`config.mk`:
```
export PLATFORM = sky130hd
export DESIGN_NAME = ata_pio_lba28_host_sequencer_top
export DESIGN_NICKNAME = d
export VERILOG_FILES = /design/src/sv/ata_seq_pkg.sv /design/src/sv/ata_seq_engine.sv /design/src/sv/ata_seq_queue.sv /design/src/sv/ata_seq_drain.sv /design/src/sv/ata_pio_lba28_host_sequencer_top.sv
export VERILOG_INCLUDE_DIRS = /design/src /design/src/sv
export SDC_FILE = /design/constraint.sdc
export NUM_CORES = 1
export LEC_CHECK = 0
export BUFFER_PORTS_ARGS = -buffer_cell sky130_fd_sc_hd__buf_4
export CAP_MARGIN = 5
export CELL_PAD_IN_SITES_DETAIL_PLACEMENT = 1
export CELL_PAD_IN_SITES_GLOBAL_PLACEMENT = 2
export CORE_ASPECT_RATIO = 1.25
export CORE_MARGIN = 2
export CORE_UTILIZATION = 38
export CTS_CLUSTER_SIZE = 8
export DETAILED_ROUTE_END_ITERATION = 10
export PLACE_DENSITY = 0.82
export SLEW_MARGIN = 30
export SYNTH_ARGS = -nofsm -noshare
export SYNTH_HDL_FRONTEND = slang
export SYNTH_SLANG_ARGS = --single-unit
```
`constraint.sdc`:
```
create_clock -name clk_i -period 13.4 [get_ports clk_i]
set_input_delay 2.01 -clock clk_i [delete_from_list [all_inputs] [get_ports clk_i]]
set_output_delay 2.01 -clock clk_i [all_outputs]
set_load 0.005 [all_outputs]
```
`src/sv/assert_macros.svh`:
```
// Assertion helpers for the sequencer RTL.
`ifndef ASSERT_MACROS_SVH
`define ASSERT_MACROS_SVH

// Assert that prop holds on every rising clock edge outside reset.
`define ASSERT_CLK(label, clk, rst_n, prop, msg) \
  label: assert property (@(posedge clk) disable iff (!rst_n) (prop)) else $error(msg);

// Assert that a condition implies a consequent in the same cycle.
`define ASSERT_IMPL(label, clk, rst_n, ante, cons, msg) \
  label: assert property (@(posedge clk) disable iff (!rst_n) (ante) |-> (cons)) \
    else $error(msg);

`endif

```
`src/sv/ata_seq_pkg.sv`:
```
// ----------------------------------------------------------------------------
// ata_seq_pkg
// Types and constants shared by the ATA PIO LBA28 host sequencer.
// ----------------------------------------------------------------------------
`default_nettype none
package ata_seq_pkg;

  typedef struct packed {
    logic [1:0]  req_type;
    logic [1:0]  op;
    logic [31:0] lba;
    logic [15:0] sector_count;
    logic        has_buffer;
    logic [15:0] data_value;
  } in_item_t;

  typedef struct packed {
    logic [1:0]  out_kind;
    logic        bus_write;
    logic [3:0]  bus_reg;
    logic        bus_wide;
    logic [15:0] out_data;
    logic [3:0]  done_code;
    logic [7:0]  last_status;
    logic [7:0]  last_error;
    logic        last;
  } out_item_t;

  // Result item without the held bytes and the last marker.
  typedef struct packed {
    logic [1:0]  out_kind;
    logic        bus_write;
    logic [3:0]  bus_reg;
    logic        bus_wide;
    logic [15:0] out_data;
    logic [3:0]  done_code;
  } res_t;

  localparam int unsigned MaxRes = 8;

  // Batch of results caused by one item.
  typedef struct packed {
    res_t [MaxRes-1:0] res;
    logic [3:0]        count;
    logic [7:0]        status;
    logic [7:0]        error;
  } batch_t;

  localparam logic [1:0] REQ_CMD  = 2'd0;
  localparam logic [1:0] REQ_RESP = 2'd1;
  localparam logic [1:0] REQ_WORD = 2'd2;

  localparam logic [1:0] OP_IDENT = 2'd0;
  localparam logic [1:0] OP_READ  = 2'd1;
  localparam logic [1:0] OP_WRITE = 2'd2;

  localparam logic [1:0] KIND_BUS  = 2'd0;
  localparam logic [1:0] KIND_RDW  = 2'd1;
  localparam logic [1:0] KIND_REQW = 2'd2;
  localparam logic [1:0] KIND_DONE = 2'd3;

  localparam logic [3:0] DC_OK      = 4'd0;
  localparam logic [3:0] DC_NRDY    = 4'd1;
  localparam logic [3:0] DC_NOBUF   = 4'd2;
  localparam logic [3:0] DC_LBA     = 4'd3;
  localparam logic [3:0] DC_NODEV   = 4'd4;
  localparam logic [3:0] DC_NOTATA  = 4'd5;
  localparam logic [3:0] DC_BSYTO   = 4'd6;
  localparam logic [3:0] DC_DRQTO   = 4'd7;
  localparam logic [3:0] DC_DEVERR  = 4'd8;
  localparam logic [3:0] DC_DEVFLT  = 4'd9;
  localparam logic [3:0] DC_IDFAIL  = 4'd10;

  localparam logic [3:0] REG_DATA = 4'd0;
  localparam logic [3:0] REG_ERR  = 4'd1;
  localparam logic [3:0] REG_CNT  = 4'd2;
  localparam logic [3:0] REG_LO   = 4'd3;
  localparam logic [3:0] REG_MID  = 4'd4;
  localparam logic [3:0] REG_HI   = 4'd5;
  localparam logic [3:0] REG_DEV  = 4'd6;
  localparam logic [3:0] REG_CMD  = 4'd7;
  localparam logic [3:0] REG_ALT  = 4'd8;

  localparam logic [7:0] ST_ERR = 8'h01;
  localparam logic [7:0] ST_DRQ = 8'h08;
  localparam logic [7:0] ST_DF  = 8'h20;
  localparam logic [7:0] ST_BSY = 8'h80;

  localparam logic [7:0] DEV_LBA_MASTER = 8'hE0;
  localparam logic [7:0] CMD_READ  = 8'h20;
  localparam logic [7:0] CMD_WRITE = 8'h30;
  localparam logic [7:0] CMD_IDENT = 8'hEC;
  localparam logic [31:0] MAX_LBA  = 32'h0FFF_FFFF;

  localparam logic CFG_POLL   = 1'b0;
  localparam logic CFG_SETTLE = 1'b1;
  localparam logic [19:0] POLL_RESET   = 20'd1000000;
  localparam logic [3:0]  SETTLE_RESET = 4'd4;

  typedef enum logic [18:0] {
    PH_IDLE      = 19'h00001,
    PH_SETTLE    = 19'h00002,
    PH_SELST     = 19'h00004,
    PH_BSY_A     = 19'h00008,
    PH_ID_STATUS = 19'h00010,
    PH_ID_BSY    = 19'h00020,
    PH_ID_MID    = 19'h00040,
    PH_ID_HIGH   = 19'h00080,
    PH_DRQ       = 19'h00100,
    PH_DRQ_ERR   = 19'h00200,
    PH_DRQ_TO    = 19'h00400,
    PH_ID_DATA   = 19'h00800,
    PH_BSY_B     = 19'h01000,
    PH_RD_ST     = 19'h02000,
    PH_ERR_RD    = 19'h04000,
    PH_RD_DATA   = 19'h08000,
    PH_WR_DATA   = 19'h10000,
    PH_BSY_C     = 19'h20000,
    PH_WR_ST     = 19'h40000
  } phase_e;

endpackage
`default_nettype wire

```
`src/sv/ata_seq_engine.sv`:
```
// ----------------------------------------------------------------------------
// ata_seq_engine
// Front part: takes one input item per cycle while step_i is high, steps the
// sequencer and emits the batch of results that item causes.
// ----------------------------------------------------------------------------
`default_nettype none
module ata_seq_engine #(
  parameter int unsigned WordsPerSector = 256,
  parameter int unsigned CountBits      = 16
) (
  input  wire                     clk_i,
  input  wire                     rst_ni,
  input  wire                     step_i,
  input  ata_seq_pkg::in_item_t   item_i,
  input  wire  [19:0]             poll_limit_i,
  input  wire  [3:0]              settle_reads_i,
  output ata_seq_pkg::batch_t     batch_o,
  output logic                    idle_o
);

  localparam int unsigned WiBits = $clog2(WordsPerSector + 1);

  ata_seq_pkg::phase_e  phase_q, phase_d;
  logic                 ready_q, ready_d;
  logic [1:0]           cop_q, cop_d;
  logic [32:0]          sector_q, sector_d;
  logic [CountBits-1:0] left_q, left_d;
  logic [WiBits-1:0]    wi_q, wi_d;
  logic [19:0]          poll_q, poll_d;
  logic [3:0]           settle_q, settle_d;
  logic [7:0]           status_q, status_d;
  logic [7:0]           error_q, error_d;
  logic                 sig_q, sig_d;

  ata_seq_pkg::res_t [ata_seq_pkg::MaxRes-1:0] res;
  logic [3:0] n;
  logic [19:0] lim;
  logic [7:0] s;
  logic [WiBits-1:0] wi_inc;
  logic [32:0] sec_inc;
  logic [CountBits-1:0] left_dec;
  logic [CountBits-1:0] cnt;

  assign lim      = (poll_limit_i == 20'd0) ? 20'd1 : poll_limit_i;
  assign s        = item_i.data_value[7:0];
  assign wi_inc   = wi_q + WiBits'(1);
  assign sec_inc  = sector_q + 33'd1;
  assign left_dec = left_q - CountBits'(1);
  assign idle_o   = (phase_q == ata_seq_pkg::PH_IDLE);
  assign cnt      = CountBits'(item_i.sector_count);

  function automatic ata_seq_pkg::res_t mk(logic [1:0] k, logic bw, logic [3:0] r, logic w,
                                           logic [15:0] d, logic [3:0] c);
    ata_seq_pkg::res_t x;
    x.out_kind = k; x.bus_write = bw; x.bus_reg = r; x.bus_wide = w;
    x.out_data = d; x.done_code = c;
    return x;
  endfunction

  // Step the sequencer by one input item.
  always_comb begin
    logic [3:0] k;
    logic       go_sector;
    logic [32:0] ssec;
    logic [3:0] sset;
    logic       do_after;
    logic       fin;
    logic [3:0] fcode;
    k = '0;
    go_sector = 1'b0;
    ssec = sector_q;
    sset = settle_q;
    do_after = 1'b0;
    fin = 1'b0;
    fcode = ata_seq_pkg::DC_OK;
    res = '0;
    phase_d = phase_q; ready_d = ready_q; cop_d = cop_q; sector_d = sector_q;
    left_d = left_q; wi_d = wi_q; poll_d = poll_q; settle_d = settle_q;
    status_d = status_q; error_d = error_q; sig_d = sig_q;

    if (step_i) begin
      unique case (item_i.req_type)
        ata_seq_pkg::REQ_CMD: begin
          if (phase_q == ata_seq_pkg::PH_IDLE) begin
            if (item_i.op == ata_seq_pkg::OP_IDENT) begin
              cop_d = ata_seq_pkg::OP_IDENT;
              res[k[2:0]] = mk(ata_seq_pkg::KIND_BUS, 1'b1, ata_seq_pkg::REG_DEV, 1'b0,
                               {8'h00, ata_seq_pkg::DEV_LBA_MASTER}, ata_seq_pkg::DC_OK);
              k = k + 4'd1;
              sset = settle_reads_i;
              do_after = 1'b1;
            end else if (item_i.op != 2'd3) begin
              cop_d = item_i.op;
              if (!ready_q) begin
                fin = 1'b1; fcode = ata_seq_pkg::DC_NRDY;
              end else if (!item_i.has_buffer) begin
                fin = 1'b1; fcode = ata_seq_pkg::DC_NOBUF;
              end else if (item_i.lba > ata_seq_pkg::MAX_LBA) begin
                fin = 1'b1; fcode = ata_seq_pkg::DC_LBA;
              end else if (cnt == '0) begin
                fin = 1'b1; fcode = ata_seq_pkg::DC_OK;
              end else begin
                ssec = {1'b0, item_i.lba};
                sector_d = ssec;
                left_d = cnt;
                go_sector = 1'b1;
              end
            end
          end
        end
        ata_seq_pkg::REQ_RESP: begin
          if (phase_q != ata_seq_pkg::PH_IDLE && phase_q != ata_seq_pkg::PH_WR_DATA) begin
            unique case (phase_q)
              ata_seq_pkg::PH_SETTLE: begin
                sset = settle_q - 4'd1;
                do_after = 1'b1;
              end
              ata_seq_pkg::PH_SELST: begin
                poll_d = 20'd1;
                res[k[2:0]] = mk(ata_seq_pkg::KIND_BUS, 1'b0, ata_seq_pkg::REG_CMD, 1'b0,
                                 '0, '0);
                k = k + 4'd1;
                phase_d = ata_seq_pkg::PH_BSY_A;
              end
              ata_seq_pkg::PH_BSY_A: begin
                if ((s & ata_seq_pkg::ST_BSY) == 8'h00) begin
                  res[0] = mk(ata_seq_pkg::KIND_BUS, 1'b1, ata_seq_pkg::REG_CNT, 1'b0,
                              16'h0001, '0);
                  res[1] = mk(ata_seq_pkg::KIND_BUS, 1'b1, ata_seq_pkg::REG_LO, 1'b0,
                              {8'h00, sector_q[7:0]}, '0);
                  res[2] = mk(ata_seq_pkg::KIND_BUS, 1'b1, ata_seq_pkg::REG_MID, 1'b0,
                              {8'h00, sector_q[15:8]}, '0);
                  res[3] = mk(ata_seq_pkg::KIND_BUS, 1'b1, ata_seq_pkg::REG_HI, 1'b0,
                              {8'h00, sector_q[23:16]}, '0);
                  res[4] = mk(ata_seq_pkg::KIND_BUS, 1'b1, ata_seq_pkg::REG_CMD, 1'b0,
                              {8'h00, (cop_q == ata_seq_pkg::OP_READ) ?
                               ata_seq_pkg::CMD_READ : ata_seq_pkg::CMD_WRITE}, '0);
                  res[5] = mk(ata_seq_pkg::KIND_BUS, 1'b0, ata_seq_pkg::REG_CMD, 1'b0, '0, '0);
                  k = 4'd6;
                  poll_d = 20'd1;
                  phase_d = (cop_q == ata_seq_pkg::OP_READ) ? ata_seq_pkg::PH_BSY_B
                                                             : ata_seq_pkg::PH_DRQ;
                end else if (poll_q >= lim) begin
                  fin = 1'b1; fcode = ata_seq_pkg::DC_BSYTO;
                end else begin
                  poll_d = poll_q + 20'd1;
                  res[k[2:0]] = mk(ata_seq_pkg::KIND_BUS, 1'b0, ata_seq_pkg::REG_CMD, 1'b0,
                                   '0, '0);
                  k = k + 4'd1;
                end
              end
              ata_seq_pkg::PH_ID_STATUS: begin
                if (s == 8'h00) begin
                  fin = 1'b1; fcode = ata_seq_pkg::DC_NODEV;
                end else begin
                  poll_d = 20'd1;
                  res[k[2:0]] = mk(ata_seq_pkg::KIND_BUS, 1'b0, ata_seq_pkg::REG_CMD, 1'b0,
                                   '0, '0);
                  k = k + 4'd1;
                  phase_d = ata_seq_pkg::PH_ID_BSY;
                end
              end
              ata_seq_pkg::PH_ID_BSY: begin
                if ((s & ata_seq_pkg::ST_BSY) == 8'h00) begin
                  res[k[2:0]] = mk(ata_seq_pkg::KIND_BUS, 1'b0, ata_seq_pkg::REG_MID, 1'b0,
                                   '0, '0);
                  k = k + 4'd1;
                  phase_d = ata_seq_pkg::PH_ID_MID;
                end else if (poll_q >= lim) begin
                  fin = 1'b1; fcode = ata_seq_pkg::DC_BSYTO;
                end else begin
                  poll_d = poll_q + 20'd1;
                  res[k[2:0]] = mk(ata_seq_pkg::KIND_BUS, 1'b0, ata_seq_pkg::REG_CMD, 1'b0,
                                   '0, '0);
                  k = k + 4'd1;
                end
              end
              ata_seq_pkg::PH_ID_MID: begin
                sig_d = (s != 8'h00);
                res[k[2:0]] = mk(ata_seq_pkg::KIND_BUS, 1'b0, ata_seq_pkg::REG_HI, 1'b0,
                                 '0, '0);
                k = k + 4'd1;
                phase_d = ata_seq_pkg::PH_ID_HIGH;
              end
              ata_seq_pkg::PH_ID_HIGH: begin
                if (sig_q || s != 8'h00) begin
                  fin = 1'b1; fcode = ata_seq_pkg::DC_NOTATA;
                end else begin
                  poll_d = 20'd1;
                  res[k[2:0]] = mk(ata_seq_pkg::KIND_BUS, 1'b0, ata_seq_pkg::REG_CMD, 1'b0,
                                   '0, '0);
                  k = k + 4'd1;
                  phase_d = ata_seq_pkg::PH_DRQ;
                end
              end
              ata_seq_pkg::PH_DRQ: begin
                if ((s & ata_seq_pkg::ST_ERR) != 8'h00) begin
                  status_d = s;
                  res[k[2:0]] = mk(ata_seq_pkg::KIND_BUS, 1'b0, ata_seq_pkg::REG_ERR, 1'b0,
                                   '0, '0);
                  k = k + 4'd1;
                  phase_d = ata_seq_pkg::PH_DRQ_ERR;
                end else if ((s & ata_seq_pkg::ST_DF) != 8'h00) begin
                  status_d = s;
                  fin = 1'b1;
                  fcode = (cop_q == ata_seq_pkg::OP_IDENT) ? ata_seq_pkg::DC_IDFAIL
                                                          : ata_seq_pkg::DC_DEVFLT;
                end else if ((s & ata_seq_pkg::ST_BSY) == 8'h00 &&
                             (s & ata_seq_pkg::ST_DRQ) != 8'h00) begin
                  wi_d = '0;
                  if (cop_q == ata_seq_pkg::OP_WRITE) begin
                    res[k[2:0]] = mk(ata_seq_pkg::KIND_REQW, 1'b0, '0, 1'b0, '0, '0);
                    phase_d = ata_seq_pkg::PH_WR_DATA;
                  end else begin
                    res[k[2:0]] = mk(ata_seq_pkg::KIND_BUS, 1'b0, ata_seq_pkg::REG_DATA, 1'b1,
                                     '0, '0);
                    phase_d = (cop_q == ata_seq_pkg::OP_IDENT) ? ata_seq_pkg::PH_ID_DATA
                                                              : ata_seq_pkg::PH_RD_DATA;
                  end
                  k = k + 4'd1;
                end else if (poll_q >= lim) begin
                  res[k[2:0]] = mk(ata_seq_pkg::KIND_BUS, 1'b0, ata_seq_pkg::REG_CMD, 1'b0,
                                   '0, '0);
                  k = k + 4'd1;
                  phase_d = ata_seq_pkg::PH_DRQ_TO;
                end else begin
                  poll_d = poll_q + 20'd1;
                  res[k[2:0]] = mk(ata_seq_pkg::KIND_BUS, 1'b0, ata_seq_pkg::REG_CMD, 1'b0,
                                   '0, '0);
                  k = k + 4'd1;
                end
              end
              ata_seq_pkg::PH_DRQ_ERR: begin
                error_d = s;
                fin = 1'b1;
                fcode = (cop_q == ata_seq_pkg::OP_IDENT) ? ata_seq_pkg::DC_IDFAIL
                                                        : ata_seq_pkg::DC_DEVERR;
              end
              ata_seq_pkg::PH_DRQ_TO: begin
                status_d = s;
                fin = 1'b1;
                fcode = (cop_q == ata_seq_pkg::OP_IDENT) ? ata_seq_pkg::DC_IDFAIL
                                                        : ata_seq_pkg::DC_DRQTO;
              end
              ata_seq_pkg::PH_ID_DATA: begin
                wi_d = wi_inc;
                if (wi_inc < WiBits'(WordsPerSector)) begin
                  res[k[2:0]] = mk(ata_seq_pkg::KIND_BUS, 1'b0, ata_seq_pkg::REG_DATA, 1'b1,
                                   '0, '0);
                  k = k + 4'd1;
                end else begin
                  ready_d = 1'b1;
                  fin = 1'b1; fcode = ata_seq_pkg::DC_OK;
                end
              end
              ata_seq_pkg::PH_BSY_B, ata_seq_pkg::PH_BSY_C: begin
                if ((s & ata_seq_pkg::ST_BSY) == 8'h00) begin
                  res[k[2:0]] = mk(ata_seq_pkg::KIND_BUS, 1'b0, ata_seq_pkg::REG_CMD, 1'b0,
                                   '0, '0);
                  k = k + 4'd1;
                  phase_d = (phase_q == ata_seq_pkg::PH_BSY_B) ? ata_seq_pkg::PH_RD_ST
                                                              : ata_seq_pkg::PH_WR_ST;
                end else if (poll_q >= lim) begin
                  fin = 1'b1; fcode = ata_seq_pkg::DC_BSYTO;
                end else begin
                  poll_d = poll_q + 20'd1;
                  res[k[2:0]] = mk(ata_seq_pkg::KIND_BUS, 1'b0, ata_seq_pkg::REG_CMD, 1'b0,
                                   '0, '0);
                  k = k + 4'd1;
                end
              end
              ata_seq_pkg::PH_RD_ST, ata_seq_pkg::PH_WR_ST: begin
                status_d = s;
                if ((s & ata_seq_pkg::ST_ERR) != 8'h00) begin
                  res[k[2:0]] = mk(ata_seq_pkg::KIND_BUS, 1'b0, ata_seq_pkg::REG_ERR, 1'b0,
                                   '0, '0);
                  k = k + 4'd1;
                  phase_d = ata_seq_pkg::PH_ERR_RD;
                end else if ((s & ata_seq_pkg::ST_DF) != 8'h00) begin
                  fin = 1'b1; fcode = ata_seq_pkg::DC_DEVFLT;
                end else if (phase_q == ata_seq_pkg::PH_WR_ST) begin
                  left_d = left_dec;
                  sector_d = sec_inc;
                  if (left_dec == '0) begin
                    fin = 1'b1; fcode = ata_seq_pkg::DC_OK;
                  end else begin
                    ssec = sec_inc; go_sector = 1'b1;
                  end
                end else if ((s & ata_seq_pkg::ST_DRQ) != 8'h00) begin
                  wi_d = '0;
                  res[k[2:0]] = mk(ata_seq_pkg::KIND_BUS, 1'b0, ata_seq_pkg::REG_DATA, 1'b1,
                                   '0, '0);
                  k = k + 4'd1;
                  phase_d = ata_seq_pkg::PH_RD_DATA;
                end else begin
                  poll_d = 20'd1;
                  res[k[2:0]] = mk(ata_seq_pkg::KIND_BUS, 1'b0, ata_seq_pkg::REG_CMD, 1'b0,
                                   '0, '0);
                  k = k + 4'd1;
                  phase_d = ata_seq_pkg::PH_DRQ;
                end
              end
              ata_seq_pkg::PH_ERR_RD: begin
                error_d = s;
                fin = 1'b1; fcode = ata_seq_pkg::DC_DEVERR;
              end
              ata_seq_pkg::PH_RD_DATA: begin
                res[k[2:0]] = mk(ata_seq_pkg::KIND_RDW, 1'b0, '0, 1'b0, item_i.data_value,
                                 '0);
                k = k + 4'd1;
                wi_d = wi_inc;
                if (wi_inc < WiBits'(WordsPerSector)) begin
                  res[k[2:0]] = mk(ata_seq_pkg::KIND_BUS, 1'b0, ata_seq_pkg::REG_DATA, 1'b1,
                                   '0, '0);
                  k = k + 4'd1;
                end else begin
                  left_d = left_dec;
                  sector_d = sec_inc;
                  if (left_dec == '0) begin
                    fin = 1'b1; fcode = ata_seq_pkg::DC_OK;
                  end else begin
                    ssec = sec_inc; go_sector = 1'b1;
                  end
                end
              end
              default: begin
              end
            endcase
          end
        end
        ata_seq_pkg::REQ_WORD: begin
          if (phase_q == ata_seq_pkg::PH_WR_DATA) begin
            res[k[2:0]] = mk(ata_seq_pkg::KIND_BUS, 1'b1, ata_seq_pkg::REG_DATA, 1'b1,
                             item_i.data_value, '0);
            k = k + 4'd1;
            wi_d = wi_inc;
            if (wi_inc < WiBits'(WordsPerSector)) begin
              res[k[2:0]] = mk(ata_seq_pkg::KIND_REQW, 1'b0, '0, 1'b0, '0, '0);
            end else begin
              poll_d = 20'd1;
              res[k[2:0]] = mk(ata_seq_pkg::KIND_BUS, 1'b0, ata_seq_pkg::REG_CMD, 1'b0,
                               '0, '0);
              phase_d = ata_seq_pkg::PH_BSY_C;
            end
            k = k + 4'd1;
          end
        end
        default: begin
        end
      endcase

      // Open a sector: range check, then drive select.
      if (go_sector) begin
        if (ssec > {1'b0, ata_seq_pkg::MAX_LBA}) begin
          fin = 1'b1; fcode = ata_seq_pkg::DC_LBA;
        end else begin
          res[k[2:0]] = mk(ata_seq_pkg::KIND_BUS, 1'b1, ata_seq_pkg::REG_DEV, 1'b0,
                           {8'h00, ata_seq_pkg::DEV_LBA_MASTER | {4'h0, ssec[27:24]}}, '0);
          k = k + 4'd1;
          sset = settle_reads_i;
          do_after = 1'b1;
        end
      end

      // Settle reads, then the command-specific start.
      if (do_after) begin
        settle_d = sset;
        if (sset != 4'd0) begin
          res[k[2:0]] = mk(ata_seq_pkg::KIND_BUS, 1'b0, ata_seq_pkg::REG_ALT, 1'b0, '0, '0);
          k = k + 4'd1;
          phase_d = ata_seq_pkg::PH_SETTLE;
        end else if (cop_d == ata_seq_pkg::OP_IDENT) begin
          res[k[2:0]] = mk(ata_seq_pkg::KIND_BUS, 1'b1, ata_seq_pkg::REG_CNT, 1'b0, '0, '0);
          res[k[2:0]+3'd1] = mk(ata_seq_pkg::KIND_BUS, 1'b1, ata_seq_pkg::REG_LO, 1'b0,
                                '0, '0);
          res[k[2:0]+3'd2] = mk(ata_seq_pkg::KIND_BUS, 1'b1, ata_seq_pkg::REG_MID, 1'b0,
                                '0, '0);
          res[k[2:0]+3'd3] = mk(ata_seq_pkg::KIND_BUS, 1'b1, ata_seq_pkg::REG_HI, 1'b0,
                                '0, '0);
          res[k[2:0]+3'd4] = mk(ata_seq_pkg::KIND_BUS, 1'b1, ata_seq_pkg::REG_CMD, 1'b0,
                                {8'h00, ata_seq_pkg::CMD_IDENT}, '0);
          res[k[2:0]+3'd5] = mk(ata_seq_pkg::KIND_BUS, 1'b0, ata_seq_pkg::REG_CMD, 1'b0,
                                '0, '0);
          k = k + 4'd6;
          phase_d = ata_seq_pkg::PH_ID_STATUS;
        end else if (cop_d == ata_seq_pkg::OP_READ) begin
          res[k[2:0]] = mk(ata_seq_pkg::KIND_BUS, 1'b0, ata_seq_pkg::REG_CMD, 1'b0, '0, '0);
          k = k + 4'd1;
          phase_d = ata_seq_pkg::PH_SELST;
        end else begin
          poll_d = 20'd1;
          res[k[2:0]] = mk(ata_seq_pkg::KIND_BUS, 1'b0, ata_seq_pkg::REG_CMD, 1'b0, '0, '0);
          k = k + 4'd1;
          phase_d = ata_seq_pkg::PH_BSY_A;
        end
      end

      // Completion item closes the command.
      if (fin) begin
        res[k[2:0]] = mk(ata_seq_pkg::KIND_DONE, 1'b0, '0, 1'b0, '0, fcode);
        k = k + 4'd1;
        phase_d = ata_seq_pkg::PH_IDLE;
      end
    end
    n = k;
  end

  assign batch_o.res    = res;
  assign batch_o.count  = n;
  assign batch_o.status = status_d;
  assign batch_o.error  = error_d;

  // Hold sequencer state.
  always_ff @(posedge clk_i or negedge rst_ni) begin
    if (!rst_ni) begin
      phase_q  <= ata_seq_pkg::PH_IDLE;
      ready_q  <= 1'b0;
      cop_q    <= '0;
      sector_q <= '0;
      left_q   <= '0;
      wi_q     <= '0;
      poll_q   <= '0;
      settle_q <= '0;
      status_q <= '0;
      error_q  <= '0;
      sig_q    <= 1'b0;
    end else begin
      phase_q  <= phase_d;
      ready_q  <= ready_d;
      cop_q    <= cop_d;
      sector_q <= sector_d;
      left_q   <= left_d;
      wi_q     <= wi_d;
      poll_q   <= poll_d;
      settle_q <= settle_d;
      status_q <= status_d;
      error_q  <= error_d;
      sig_q    <= sig_d;
    end
  end

endmodule
`default_nettype wire

```
`src/sv/ata_seq_queue.sv`:
```
// ----------------------------------------------------------------------------
// ata_seq_queue
// Batch queue between the sequencer and the result drain.
// ----------------------------------------------------------------------------
`default_nettype none
module ata_seq_queue (
  input  wire                  clk_i,
  input  wire                  rst_ni,
  input  wire                  push_i,
  input  ata_seq_pkg::batch_t  batch_i,
  output logic                 full_o,
  output logic                 empty_o,
  input  wire                  pop_i,
  output ata_seq_pkg::batch_t  batch_o
);

  ata_seq_pkg::batch_t slot_q [2];
  logic       wp_q, rp_q;
  logic [1:0] cnt_q;

  assign full_o  = (cnt_q == 2'd2);
  assign empty_o = (cnt_q == 2'd0);
  assign batch_o = slot_q[rp_q];

  // Store a batch.
  always_ff @(posedge clk_i) begin
    if (push_i) begin
      slot_q[wp_q] <= batch_i;
    end
  end

  // Advance pointers and fill count.
  always_ff @(posedge clk_i or negedge rst_ni) begin
    if (!rst_ni) begin
      wp_q  <= 1'b0;
      rp_q  <= 1'b0;
      cnt_q <= '0;
    end else begin
      if (push_i) wp_q <= ~wp_q;
      if (pop_i)  rp_q <= ~rp_q;
      cnt_q <= cnt_q + {1'b0, push_i} - {1'b0, pop_i};
    end
  end

endmodule
`default_nettype wire

```
`src/sv/ata_seq_drain.sv`:
```
// ----------------------------------------------------------------------------
// ata_seq_drain
// Back part: sends the results of a queued batch one beat at a time.
// ----------------------------------------------------------------------------
`default_nettype none
module ata_seq_drain (
  input  wire                     clk_i,
  input  wire                     rst_ni,
  input  wire                     empty_i,
  input  ata_seq_pkg::batch_t     batch_i,
  output logic                    pop_o,
  output logic                    out_valid_o,
  input  wire                     out_ready_i,
  output ata_seq_pkg::out_item_t  out_data_o
);

  logic [2:0] idx_q;
  logic       fire, lastb;
  ata_seq_pkg::res_t r;

  assign r           = batch_i.res[idx_q];
  assign lastb       = ({1'b0, idx_q} + 4'd1 == batch_i.count);
  assign out_valid_o = !empty_i;
  assign fire        = out_valid_o && out_ready_i;
  assign pop_o       = fire && lastb;

  assign out_data_o.out_kind    = r.out_kind;
  assign out_data_o.bus_write   = r.bus_write;
  assign out_data_o.bus_reg     = r.bus_reg;
  assign out_data_o.bus_wide    = r.bus_wide;
  assign out_data_o.out_data    = r.out_data;
  assign out_data_o.done_code   = r.done_code;
  assign out_data_o.last_status = batch_i.status;
  assign out_data_o.last_error  = batch_i.error;
  assign out_data_o.last        = lastb;

  // Advance through the batch.
  always_ff @(posedge clk_i or negedge rst_ni) begin
    if (!rst_ni) begin
      idx_q <= '0;
    end else if (fire) begin
      idx_q <= lastb ? 3'd0 : idx_q + 3'd1;
    end
  end

endmodule
`default_nettype wire

```
`src/sv/ata_pio_lba28_host_sequencer_top.sv`:
```
// ----------------------------------------------------------------------------
// ata_pio_lba28_host_sequencer_top
// ATA PIO LBA28 host sequencer for the primary master.
//
//   channel  direction  handshake               payload
//   in       input      in_valid_i/in_ready_o   in_item_t
//   out      output     out_valid_o/out_ready_i out_item_t
//   cfg      input      cfg_valid_i/cfg_ready_o cfg_index_i, cfg_data_i
//
// Each input item's results (up to eight) go out one beat per cycle while
// out_ready_i is high, from a two-batch queue, so input stalls only when the
// queue is full. Items causing no result are dropped at once. Reset restores
// the register defaults and the idle phase; no clearing pass is needed.
// ----------------------------------------------------------------------------
`default_nettype none
`include "assert_macros.svh"
module ata_pio_lba28_host_sequencer_top #(
  parameter int unsigned WordsPerSector = 256,
  parameter int unsigned CountBits      = 16
) (
  input  wire                     clk_i,
  input  wire                     rst_ni,
  input  wire                     in_valid_i,
  output logic                    in_ready_o,
  input  ata_seq_pkg::in_item_t   in_data_i,
  output logic                    out_valid_o,
  input  wire                     out_ready_i,
  output ata_seq_pkg::out_item_t  out_data_o,
  input  wire                     cfg_valid_i,
  output logic                    cfg_ready_o,
  input  wire                     cfg_index_i,
  input  wire  [19:0]             cfg_data_i
);

  logic [19:0] poll_q;
  logic [3:0]  settle_q;
  logic        step, full, empty, pop, idle;
  ata_seq_pkg::batch_t eb, qb;

  assign cfg_ready_o = 1'b1;
  assign in_ready_o  = !full;
  assign step        = in_valid_i && in_ready_o;

  // Hold configuration registers.
  always_ff @(posedge clk_i or negedge rst_ni) begin
    if (!rst_ni) begin
      poll_q   <= ata_seq_pkg::POLL_RESET;
      settle_q <= ata_seq_pkg::SETTLE_RESET;
    end else if (cfg_valid_i) begin
      unique case (cfg_index_i)
        ata_seq_pkg::CFG_POLL:   poll_q   <= cfg_data_i;
        ata_seq_pkg::CFG_SETTLE: settle_q <= cfg_data_i[3:0];
        default: begin
        end
      endcase
    end
  end

  ata_seq_engine #(.WordsPerSector(WordsPerSector), .CountBits(CountBits)) u_eng (
    .clk_i, .rst_ni, .step_i(step), .item_i(in_data_i), .poll_limit_i(poll_q),
    .settle_reads_i(settle_q), .batch_o(eb), .idle_o(idle)
  );

  ata_seq_queue u_q (
    .clk_i, .rst_ni, .push_i(step && eb.count != 4'd0), .batch_i(eb),
    .full_o(full), .empty_o(empty), .pop_i(pop), .batch_o(qb)
  );

  ata_seq_drain u_dr (
    .clk_i, .rst_ni, .empty_i(empty), .batch_i(qb), .pop_o(pop),
    .out_valid_o, .out_ready_i, .out_data_o
  );

  `ASSERT_IMPL(a_pop_valid, clk_i, rst_ni, pop, out_valid_o, "pop without valid")
  `ASSERT_IMPL(a_nonempty_batch, clk_i, rst_ni, !empty, qb.count != 4'd0, "empty batch queued")
  `ASSERT_IMPL(a_done_last, clk_i, rst_ni,
               out_valid_o && out_data_o.out_kind == ata_seq_pkg::KIND_DONE,
               out_data_o.last, "completion not last")
  `ASSERT_IMPL(a_idle_done, clk_i, rst_ni, step && eb.count != 4'd0 && idle && !$past(idle),
               1'b1, "idle check")

endmodule
`default_nettype wire

```
## After elaboration in Yosys (flattened, before gate mapping)

Memories as Yosys holds them, arrays and structs flattened.
Index checks and enable logic that the tools add are counted.

- Bits in registers: 152
- RAM bits: 488
- Bits of input ports: 95
- Output and inout bits: 48
- Word-level logic and storage cells: 481
- Memories kept: 1

- Add/sub/neg operators: 18
- $lt $le $gt $ge: 21
- Equality and inequality tests: 62
- Muxes and demuxes: 283
- Bitwise operators: 28
- Reduce and logical (&&, ||, !) cells: 51

Memory list:

| name | words | width | rd ports | clocked after memory_dff | wr ports | line | text |
|---|---|---|---|---|---|---|---|
| u_q.slot_q | 2 | 244 | 1 | 0 | 1 | ata_seq_queue.sv:17 | `ata_seq_pkg::batch_t slot_q [2];` |

Operators by type and width:

| kind | number |
|---|---|
| 2-to-1 mux 224 bit | 9 |
| AND 200 bit | 4 |
| inverter 200 bit | 4 |
| demux 28 bit (select 3 bit) | 8 |
| 2-to-1 mux 33 bit | 19 |
| 2-to-1 mux 28 bit | 21 |
| bitwise mux 224 bit | 2 |
| AND 208 bit | 2 |
| inverter 208 bit | 2 |
| 2-to-1 mux 20 bit | 20 |
| 2-to-1 mux 19 bit | 21 |
| 2-to-1 mux 112 bit | 3 |
| one-hot mux 28 bit (11 select lines) | 1 |
| one-hot mux 33 bit (2 select lines) | 4 |
| 2-to-1 mux 16 bit | 14 |
| AND 216 bit | 1 |
| inverter 216 bit | 1 |
| one-hot mux 19 bit (9 select lines) | 1 |
| 2-to-1 mux 168 bit | 1 |
| 2-to-1 mux 4 bit | 39 |
| AND 152 bit | 1 |
| inverter 152 bit | 1 |
| 2-to-1 mux 24 bit | 6 |
| one-hot mux 20 bit (7 select lines) | 1 |
| 107 further kinds | 277 |

## Longest topological paths before layout

- Word-level depth: 32
- Mapped depth: 29
- Mapped depth without buffers: 27

## Modules after synthesis

A second synthesis with hierarchy kept.

- Cells, all modules: 2,893
- Area, all modules: 34,570.7 µm²

Modules (own cells, without submodules):

| module | times used | cells each | area an instance (µm²) | sequential area each (µm²) |
|---|---|---|---|---|
| ata_seq_queue | 1 | 774 | 17,986.0 | 14,754.2 |
| ata_seq_engine | 1 | 1,861 | 13,291.5 | 3,029.2 |
| ata_seq_drain | 1 | 201 | 2,264.7 | 75.1 |
| ata_pio_lba28_host_sequencer_top | 1 | 57 | 1,028.5 | 610.6 |

## Worst setup path after synthesis

Ideal clock, no wire load.

- Path kind: input -> register
- Start: input port in_data_i[67] (netlist name)
- End: memory u_q.slot_q[1][0] (netlist name) (enable)
- Library setup time: 0.712 ns
- Arrival time: 13.664 ns
- Data required time: 12.688 ns
- Path slack: -0.976 ns
- Cell stages on the path: 23
- Path buffers: 4
- Cell sequence: inv_1 -> ha_1 -> clkbuf_1 -> nand4_1 -> or4_1 -> clkbuf_1 -> a21o_1 -> a31o_2 -> nor2_4 -> buf_2 -> ha_1 -> inv_1 -> o21ai_2 -> ha_1 -> clkbuf_1 -> inv_1 -> nand2_1 -> a31o_2 -> ha_1 -> a211oi_1 -> a2111oi_4 -> a2111oi_4 -> nor2b_1

RTL lines:

| element | line | text |
|---|---|---|
| from (decl) | ata_pio_lba28_host_sequencer_top.sv:25 | `input ata_seq_pkg::in_item_t in_data_i,` |
| to (decl) | ata_seq_queue.sv:17 |  |

==> impl.org <==
** Power
- IR analysis of the VDD net gives a maximum drop of 0.1037 mV.
- Power Total :: 5.378 mW
- Ratio of total power to cell area :: 173.4 mW/mm^2
- Static Leakage :: 11.23 nW

** Timing
- The final hold violation count came to 0.
- The final number of max-transition violations is 0.
- Max-slew headroom :: 0.2820
- At the pin with the least slew margin, the transition time is 1.069 ns.
- Setup slack on the critical path of the routed design comes to 4.757 ns.
- Setup_tns :: 0 ns
- Between clock sinks in the finished design, the worst skew comes to 0.04445 ns.
- Worst hold-check slack :: 0.5047 ns
- RSZ-0062 raised after global routing :: false
- Highest achievable clock rate :: 0.1157 GHz
- The worst path needs 8.643 ns of the cycle, external delays included.
- Setup violations remaining at the end of the flow were counted as 0.
- In the finished design, the share of the clock period the worst path needs comes to 0.6450.

** Critical path
- Of all nets on the critical path, the largest fanout is 142.
- Worst path slowest cell :: sky130_fd_sc_hd__or4_1
- Logic depth of the worst path, buffers included :: 21
- R2r worst-path depth :: 25
- Together, buffers and inverters on the worst path number 4.
- Endpoint required time on the critical path :: 13.63 ns
- Kind of cell adding the most delay to the critical path :: simple AND/OR/NAND/NOR gates
- Cell with the most instances on the worst path :: sky130_fd_sc_hd__ha_1
- Cells along the critical path :: buf_4 -> inv_1 -> ha_1 -> nand4_1 -> or4_1 -> a21o_1 -> a31o_2 -> nor2_4 -> ha_1 -> inv_1 -> o21ai_2 -> ha_1 -> nor2_1 -> o32ai_1 -> a31o_2 -> ha_1 -> a211oi_1 -> a2111oi_4 -> a2111oi_4 -> nor2_4 -> buf_12
- Biggest cell delay along the critical path :: 0.69 ns
- Reg-to-reg critical path endpoint :: u_q.slot_q[0][127]$_DFFE_PP_
- The worst register-to-register path begins at poll_q[10]$_DFFE_PN0P_.
- Critical path startpoint :: in_data_i[68]
- Data arrival at the endpoint of the critical path :: 8.87 ns
- The worst register-to-register path has a setup slack of 4.86 ns.
- Worst Setup EP :: u_q.slot_q[0][127]$_DFFE_PP_
- Category of the critical setup timing path :: input pin to register
- The worst setup path is launched from an input pin.
- Endpoint kind of the worst setup timing path :: register

** Drt
- For this block, the initial DRC count from the detailed router was 1470.
- Once detail routing completed, the nets flagged for antenna violations numbered 0.
- The routed layout has 21090 vias.
- The first TritonRoute pass finished after 5 iterations.
- After detailed routing, the number of remaining DRC violations is 0.
- After detailed routing, the number of vias per cell comes to 5.934.
- WL per Instance :: 25.83 um
- For this block, the routed nets add up to 91810 um of wire.

** CTS
- Setup fix buffers added after clock tree synthesis :: 0
- Resized cells post-CTS :: 0
- Clock latency on the worst-skew pair, taken at its later pin, is 0.63 ns.
- Counting along the longest clock path gives a buffer depth of 3.
- For this design, the sink count on the clock tree is 484.
- TritonCTS built the clock tree.
- Number of H-tree levels :: 3
- Buffers inserted to repair hold after CTS numbered 0.
- Number of clock buffers inserted by TritonCTS :: 70
- CTS placed an instance of sky130_fd_sc_hd__clkbuf_16 at the clock tree root.
- Clock-pin slew was measured on the worst setup and hold paths at 0.05 ns.

** Min path
- The worst hold path belongs to the class register to register.

** Global route
- The via count of the first global-routing pass came to 22330.
- Entering global routing, the biggest net connects 143 pins.
- Across every metal layer, demand over resource in global routing totals 0.2564.
- The initial antenna violation count was 2.
- Global routing finished with a remaining overflow of 0.
- Global-route wire length before repair :: 139600 um

** Place
- Total half-perimeter wirelength after legalization and detailed placement :: 66450 um
- Buffers added on ports :: 141
- At the end of routability-driven placement, the weighted congestion stood at 0.9570.
- At the placement stage, the worst setup path has a slack of 4.077 ns.

** Die
- The die is 299.6 um tall.
- Die width :: 240.5 um
- DIE AREA :: 0.07207 mm^2
- The initial utilization of the core area, before any placement, comes to 0.3833.
- The floorplan has 108 rows.
- The floorplan step defined a core boundary enclosing 0.06932 mm^2.
- During I/O placement, the number of pins put on the boundary was 143.

** Job
- The tool flagged a number of max-cap violations equal to 0.

** Logic synthesis
- The cell area that synthesis handed to floorplanning was 0.02657 mm^2.
- In this run, synthesis inferred 332 flip-flops with an integrated enable.
- Yosys mapped the design onto 117 distinct sky130hd cell types.
- Of the synthesized area, sequential elements account for 0.5188.
- Most used DFF post-synth :: sky130_fd_sc_hd__edfxtp_1
- The synthesized design contains 484 register bits.
- Ys async rst share :: 0.3140
- Yosys printed 0 warnings.
- Synthesis produced a netlist whose cell count is 2385.
- Mean instance size in the synthesized netlist :: 11.14 um^2

** Outcome
- Outcome :: finished clean

** Layout
- In the layout the commonest cells are 332 x sky130_fd_sc_hd__edfxtp_1, 221 x sky130_fd_sc_hd__nand2_1, 181 x sky130_fd_sc_hd__nor2_1.
- Diodes inserted :: 0
- From synthesis to final layout, the design area changed by 16.75%.
- Count of nets after finishing :: 2716
- Of the cells placed in the final design, the portion with a size suffix greater than 1 is 0.1894.
- Leaving out fill and tap cells, the most frequent cell in the layout is sky130_fd_sc_hd__edfxtp_1.
[cell families after synthesis]
kind of cell / count (synthesis) / share of synthesized area
simple gates: 816 / 0.1560
compound gates: 659 / 0.1648
buf+inv: 199 / 0.03094
flops: 484 / 0.5188
mux: 148 / 0.09672
other cells: 2 / 0.0002826
fa+ha+maj: 43 / 0.02015
xor+xnor: 34 / 0.01229
[tightest hold or removal path, delay by kind of cell (launching register included)]
family,cells,cell delay [ns]
compound gates,1,0.07
flops,1,0.34
simple gates,1,0.05
[power by group]
part	switching, mW	internal [mW]
Clock	0.675	0.984
Combinational	1.04	0.741
Sequential	0.164	1.77
Total	1.88	3.50
[worst min-delay path by stage]
stage	start	end	slack, ns	cells after the start
after floorplan	u_eng.wi_q[8]$_DFFE_PN0P_	u_eng.wi_q[8]$_DFFE_PN0P_	0.46	2
after global placement	u_eng.wi_q[8]$_DFFE_PN0P_	u_eng.wi_q[8]$_DFFE_PN0P_	0.48	2
after detailed placement	u_eng.wi_q[8]$_DFFE_PN0P_	u_eng.wi_q[8]$_DFFE_PN0P_	0.49	2
after CTS	u_eng.wi_q[8]$_DFFE_PN0P_	u_eng.wi_q[8]$_DFFE_PN0P_	0.51	2
after global routing	u_eng.error_q[7]$_DFF_PN0_	u_eng.error_q[7]$_DFF_PN0_	0.53	1
final	u_eng.wi_q[8]$_DFFE_PN0P_	u_eng.wi_q[8]$_DFFE_PN0P_	0.50	2
[per-layer routing]
metal | vias to the layer above | track usage | share of wire
li1 | 9500 | - | -
met1 | 10830 | 0.3167 | 0.40
met2 | 575 | 0.4470 | 0.51
met3 | 181 | 0.02901 | 0.042
met4 | 2 | 0.1195 | 0.045
met5 | - | 0 | 0.000087
[cell usage after synthesis, types with 26 or more instances]
| cell type | n | share of area |
|---|---|---|
| sky130_fd_sc_hd__a21o_1 | 26 | 0.0073 |
| sky130_fd_sc_hd__a21oi_1 | 165 | 0.031 |
| sky130_fd_sc_hd__and3_1 | 37 | 0.0087 |
| sky130_fd_sc_hd__clkbuf_1 | 101 | 0.014 |
| sky130_fd_sc_hd__dfrtp_1 | 143 | 0.13 |
| sky130_fd_sc_hd__edfxtp_1 | 332 | 0.38 |
| sky130_fd_sc_hd__ha_1 | 42 | 0.020 |
| sky130_fd_sc_hd__inv_1 | 54 | 0.0076 |
| sky130_fd_sc_hd__mux2_2 | 40 | 0.017 |
| sky130_fd_sc_hd__mux4_2 | 83 | 0.070 |
| sky130_fd_sc_hd__nand2_1 | 222 | 0.031 |
| sky130_fd_sc_hd__nand3_1 | 85 | 0.016 |
| sky130_fd_sc_hd__nand4_1 | 31 | 0.0073 |
| sky130_fd_sc_hd__nor2_1 | 182 | 0.026 |
| sky130_fd_sc_hd__nor3_1 | 60 | 0.011 |
| sky130_fd_sc_hd__nor4_1 | 35 | 0.0082 |
| sky130_fd_sc_hd__o21ai_0 | 160 | 0.030 |
| sky130_fd_sc_hd__o22ai_1 | 52 | 0.012 |
[metrics by stage]
stage | util | area (um^2) | cells
global placement | 0.4165 | 28870 | 3438
finish | 0.4475 | 31020 | 3554
detailed placement | 0.4170 | 28910 | 3440
floorplan | - | 26880 | 2466
CTS | 0.4465 | 30950 | 3552
global route | 0.4475 | 31020 | 3554
[final cells by class]
type	instances	area, um^2
clock buffer	106	1908
clock inverter	6	137.6
fill	7438	38300
inverter	55	206.4
multi-input combinational	1783	12370
sequential	484	13790
tap	935	1170
timing repair buffer	185	1440
[sequential cells by signal (all words and copies together) (netlist names), 2 cells and up]
signal          cells
u_dr.idx_q          3
u_eng.cop_q         2
u_eng.error_q       8
u_eng.settle_q      4
poll_q             20
u_eng.wi_q          9
u_eng.poll_q       20
u_eng.status_q      8
u_eng.sector_q     33
u_q.cnt_q           2
settle_q            4
u_eng.left_q       16
u_eng.phase_q      19
u_q.slot_q        332
No activity file was read; power rests on OpenSTA's default activity.
